[src/rtl/wttb_pkg.sv]
`timescale 1ns / 1ps
// ----------------------------------------------------------------------------
// wttb_pkg
// types and constants shared by the transition table builder
// ----------------------------------------------------------------------------
package wttb_pkg;

	localparam int unsigned ONE_Q16 = 65536;

	typedef struct packed {
		logic [31:0] wealth;
		logic [31:0] bid_amount;
		logic        last_entry;
	} in_item_t;

	typedef struct packed {
		logic [5:0]  entry_index;
		logic [5:0]  reject_index;
		logic [16:0] reject_weight;
		logic [5:0]  bid_index;
		logic [16:0] bid_weight;
		logic        weight_clipped;
		logic        last_result;
	} out_item_t;

	// controller to datapath
	typedef struct packed {
		logic load;      // write input item into the grid
		logic clr_count; // grid done
		logic sel_bid;   // 0 reject search, 1 bid search
		logic setup;     // set search bounds and target
		logic probe;     // issue a read of w[mid]
		logic step;      // apply a probe compare
		logic rd_lo;     // read w[lo]
		logic rd_hi;     // read w[hi]
		logic div_init;  // start division
		logic div_step;  // one quotient bit
		logic finish;    // latch bracket result
		logic emit;      // present result
		logic next_k;    // advance entry
		logic rd_k;      // read w[k], b[k]
		logic rd_top;    // read w[0]
	} ctl_t;

	// datapath to controller
	typedef struct packed {
		logic search_done; // lo + 1 >= hi
		logic last_k;      // k + 1 == n
		logic div_done;
	} sts_t;

endpackage

[src/rtl/wttb_control.sv]
`timescale 1ns / 1ps
// ----------------------------------------------------------------------------
// wttb_control
// sequencer for grid loading, bracket searches and result strobes
// ----------------------------------------------------------------------------
module wttb_control import wttb_pkg::*; (
	input  logic     clk,
	input  logic     arst_n,
	input  logic     start,
	input  in_item_t in_item,
	input  sts_t     sts,
	output logic     busy,
	output logic     done,
	output ctl_t     ctl
);

	localparam logic [3:0] S_IDLE  = 4'd0;
	localparam logic [3:0] S_RDTOP = 4'd1;
	localparam logic [3:0] S_RDK   = 4'd2;
	localparam logic [3:0] S_WAITK = 4'd3;
	localparam logic [3:0] S_SETUP = 4'd4;
	localparam logic [3:0] S_CHK   = 4'd5;
	localparam logic [3:0] S_PROBE = 4'd6;
	localparam logic [3:0] S_STEP  = 4'd7;
	localparam logic [3:0] S_RDLO  = 4'd8;
	localparam logic [3:0] S_RDHI  = 4'd9;
	localparam logic [3:0] S_DINIT = 4'd10;
	localparam logic [3:0] S_DIV   = 4'd11;
	localparam logic [3:0] S_FIN   = 4'd12;
	localparam logic [3:0] S_EMIT  = 4'd13;

	logic [3:0] state_q, state_d;
	logic sel_q, sel_d, done_q;

	always_ff @(posedge clk or negedge arst_n) begin
		if (!arst_n) begin
			state_q <= S_IDLE;
			sel_q   <= 1'b0;
			done_q  <= 1'b0;
		end else begin
			state_q <= state_d;
			sel_q   <= sel_d;
			done_q  <= ctl.emit;
		end
	end

	always_comb begin
		ctl = '0;
		state_d = state_q;
		sel_d = sel_q;
		ctl.sel_bid = sel_q;
		unique case (state_q)
			S_IDLE: begin
				if (start) begin
					ctl.load = 1'b1;
					if (in_item.last_entry) state_d = S_RDTOP;
				end
			end
			S_RDTOP: begin
				ctl.rd_top = 1'b1;
				state_d = S_RDK;
			end
			S_RDK: begin
				ctl.rd_k = 1'b1;
				state_d = S_WAITK;
			end
			S_WAITK: begin
				sel_d = 1'b0;
				state_d = S_SETUP;
			end
			S_SETUP: begin
				ctl.setup = 1'b1;
				state_d = S_CHK;
			end
			S_CHK: begin
				state_d = sts.search_done ? S_RDLO : S_PROBE;
			end
			S_PROBE: begin
				ctl.probe = 1'b1;
				state_d = S_STEP;
			end
			S_STEP: begin
				ctl.probe = 1'b1;
				ctl.step = 1'b1;
				state_d = S_CHK;
			end
			S_RDLO: begin
				ctl.rd_lo = 1'b1;
				state_d = S_RDHI;
			end
			S_RDHI: begin
				ctl.rd_hi = 1'b1;
				state_d = S_DINIT;
			end
			S_DINIT: begin
				ctl.div_init = 1'b1;
				state_d = S_DIV;
			end
			S_DIV: begin
				if (sts.div_done) state_d = S_FIN;
				else ctl.div_step = 1'b1;
			end
			S_FIN: begin
				ctl.finish = 1'b1;
				if (sel_q) begin
					state_d = S_EMIT;
				end else begin
					sel_d = 1'b1;
					state_d = S_SETUP;
				end
			end
			S_EMIT: begin
				ctl.emit = 1'b1;
				if (sts.last_k) begin
					ctl.clr_count = 1'b1;
					state_d = S_IDLE;
				end else begin
					ctl.next_k = 1'b1;
					state_d = S_RDK;
				end
			end
			default: state_d = S_IDLE;
		endcase
	end

	assign busy = state_q != S_IDLE;
	assign done = done_q;

endmodule

[config.mk]
export PLATFORM = sky130hd
export DESIGN_NAME = wttb_control
export DESIGN_NICKNAME = d
export VERILOG_FILES = /design/src/rtl/wttb_pkg.sv /design/src/rtl/wttb_control.sv
export SDC_FILE = /design/constraint.sdc
export NUM_CORES = 1
export LEC_CHECK = 0
export BUFFER_PORTS_ARGS = -buffer_cell sky130_fd_sc_hd__clkbuf_2
export CAP_MARGIN = 30
export CORE_ASPECT_RATIO = 1.1
export CORE_UTILIZATION = 26
export DETAILED_ROUTE_END_ITERATION = 8
export PLACE_DENSITY = 0.94
export REMOVE_ABC_BUFFERS = 1
export SLEW_MARGIN = 0
export SYNTH_ARGS = -nofsm -noshare
export SYNTH_HDL_FRONTEND = slang
export SYNTH_SLANG_ARGS = --single-unit
export TNS_END_PERCENT = 100
[constraint.sdc]
create_clock -name clk -period 1.86 [get_ports clk]
set_input_delay 0.093 -clock clk [delete_from_list [all_inputs] [get_ports clk]]
set_output_delay 0.093 -clock clk [all_outputs]
set_load 0.005 [all_outputs]
==> flow_summary.yaml <==
routing:
  viasPerCell: 5.11
  ant_nets: 0
  drc: 0
  firstDrtPassIters: 4
  wl_per_cell_um: 12.2
  num_vias: 485
  drt_wl_total_mm: 1.16
  detail_route.iter0.violations: 13
layout:
  seq_area_um2: 150
  n_fill_cell: 190
  layout-drive-gt1-share_pct: 38.5
  area_delta_synth_final_pct: 28.7
  fin_area_um2: 573
  multi_input_area_um2: 250
  insertedDiodeCount: 0
  nNetsFinal: 151
critical_path:
  crit_required_ps: 1770
  cp_max_fo: 14
  arrival_ps: 1500
  cp_cell_sequence: "nand2b_1 -> nor2_1 -> and2_1 -> clkbuf_2"
  end_kind: "primary output"
  crit_path_top_delay_cell: "dfrtp_1"
  path_buf_inv: 1
  cp-start-kind: "flip-flop"
  crit_family: "simple AND/OR/NAND/NOR gates"
  worst_path_largest_cell_delay_ps: 520
  path_class: "flip-flop to primary output"
timing:
  fin_crit_sh_pct: 85.7
  fin_skew_ps: 7.89
  hold_viol_final: 0
  min_period_ps: 1590
  fmax_mhz: 627
  grt_setup_unrepaired: "false"
  final.setup.tns_ps: 0
  tightest_slew_ps: 425
  slew_headroom_pct: 71.7
  drv_slew: 0
  setup_viol: 0
clocking:
  cts_sinks: 6
  postCtsSetupRepairBufs: 0
  cts.path.max_buffers: 2
  clk-insertion-delay-late_ps: 250
  numCtsBuffers: 3
  root_buffer: "clkbuf_4"
  h-tree-depth: 1
  clkTransAtPathRegs_ps: 50
  cts_tree: "built"
  cts_resized: 0
synthesis:
  ys_top_cells_by_area: "dfrtp_1 (34%), nand2_1 (7.6%), nor2_1 (6.7%), nand2b_1 (5.6%), nor3_1 (5.6%)"
  async_flop_share_pct: 100
  yosysWarnings: 0
  seq_area_frac_synth_pct: 33.7
  synth_top_cell_by_area: "dfrtp_1"
  ys_types: 24
  ys_ff_latch: 6
  synthFlopType: "dfrtp_1"
  synth_cells: 57
  postSynthAreaPerCell_um2: 7.81
  synth_common_cells: "nand2_1 (9), nor2_1 (8), dfrtp_1 (6)"
  yosysMostFrequentCell: "nand2_1"
  synth_top_area_share_pct: 33.7
  synth_edf_count: 0
  synth_area_um2: 445
floorplanning:
  ios: 88
  initial_core_util_pct: 28.3
  rows: 15
  fp.dieArea_um2: 1880
  core_area_um2: 1580
  die_height_um: 45.4
  fp.dieW_um: 41.5
status:
  status: "finished, final reports clean"
placed_design:
  port_buffers: 23
  place_area_um2: 541
  gp_congestion: 0.864
  dpl.hpwl_um: 902
grt:
  grt_util_all_layers_pct: 14.0
  grt_pass1_wl_mm: 1.89
  overflow: 0
  grt_pass1_vias: 440
  antenna_found_initial: 0
  grt_max_degree: 15
power_and_ir_drop:
  irDropWorstVdd_uv: 472
  p_leak_uw: 0.000289
  fin_total_pwr_uw: 888
  power_density_nw_per_um2: 1550
hold_path:
  hold_path.class: "input port to flip-flop"
flow_run:
  maxCapViolations: 0
==> timing repair <==
item	in CTS	in global routing
hold endpoints to repair	6	0
endpoints found under the setup margin	0	0
hold buffers	1	0
==> cells by family (layout without fill, tap and decap cells) <==
kind of cell           after synthesis  in the layout  share of synthesized area, %
AO/OA/AOI/OAI                       10             10                          17.4
AND/OR/NAND/NOR                     34             34                          38.8
flip-flops                           6              6                          33.7
buffers and inverters                7             28                          10.1
==> report_power, final <==
group	switching [uW]	internal, uW	leakage [uW]
Clock	52.0	73.3	0.0000138
Combinational	212	216	0.000203
Sequential	148	187	0.0000723
Total	412	477	0.000289
==> routing by layer <==
metal  wire (um)  GRT usage, %  vias up  part of all wire [%]
met5           0             0        -                     0
met4          57          16.1        0                   4.9
met1         515          16.9      219                    45
li1            -             -      240                     -
met3          64          1.19        4                   5.5
met2         518          20.9       22                    45
==> final cells by class <==
class	count	area share (%)
Clock buffer	3	3.93
Inverter	1	0.655
Multi-Input combinational cell	44	43.7
Sequential cell	6	26.2
Tap cell	17	3.71
Timing Repair Buffer	24	21.8
==> worst paths after layout <==
| check | startpoint | endpoint | slack (ps) | cells after the start |
|---|---|---|---|---|
| setup / recovery | state_q[1] | ctl[13] | 270 | 4 |
| setup reg to reg | state_q[1] | state_q[1] | 550 | 3 |
| hold / removal | sts[2] | state_q[2] | 170 | 4 |
| max in group asynchronous | arst_n | state_q[0] | 1490 | 2 |
| hold reg to reg | sel_q | sel_q | 570 | 1 |
| min in group asynchronous | arst_n | state_q[2] | 200 | 2 |
==> placed cells by master (no fill, tap or decap), types with 2 or more instances in the layout <==
| cell type | netlist | final |
|---|---|---|
| a21o_1 | 2 | 2 |
| clkbuf_2 | 0 | 23 |
| clkbuf_4 | 0 | 3 |
| dfrtp_1 | 6 | 6 |
| nand2_1 | 9 | 9 |
| nand2b_1 | 4 | 4 |
| nor2_1 | 8 | 8 |
| nor2b_1 | 2 | 2 |
| nor3_1 | 5 | 5 |
| nor3_2 | 2 | 2 |
==> sequential cells by signal (all words and copies together), names as in the netlist <==
name,cells
sel_q,1
state_q,4
done,1
==> stage by stage <==
stage	setup slack (ps)	std cells	hold slack [ps]	utilization, %
final	265	95	172	36.3
after floorplan	700	51	-203	-
after global placement	581	91	-73.4	34.3
after CTS	263	95	171	36.3
after global routing	152	95	198	36.3
after detailed placement	530	91	-67.0	34.3
==> worst reg2reg max path, delay by kind of cell (launching register included) <==
family / cells / cell delay (ps)
compound gates: 1 / 270
flops: 1 / 590
simple gates: 2 / 320
No activity file was read; power rests on OpenSTA's default activity.
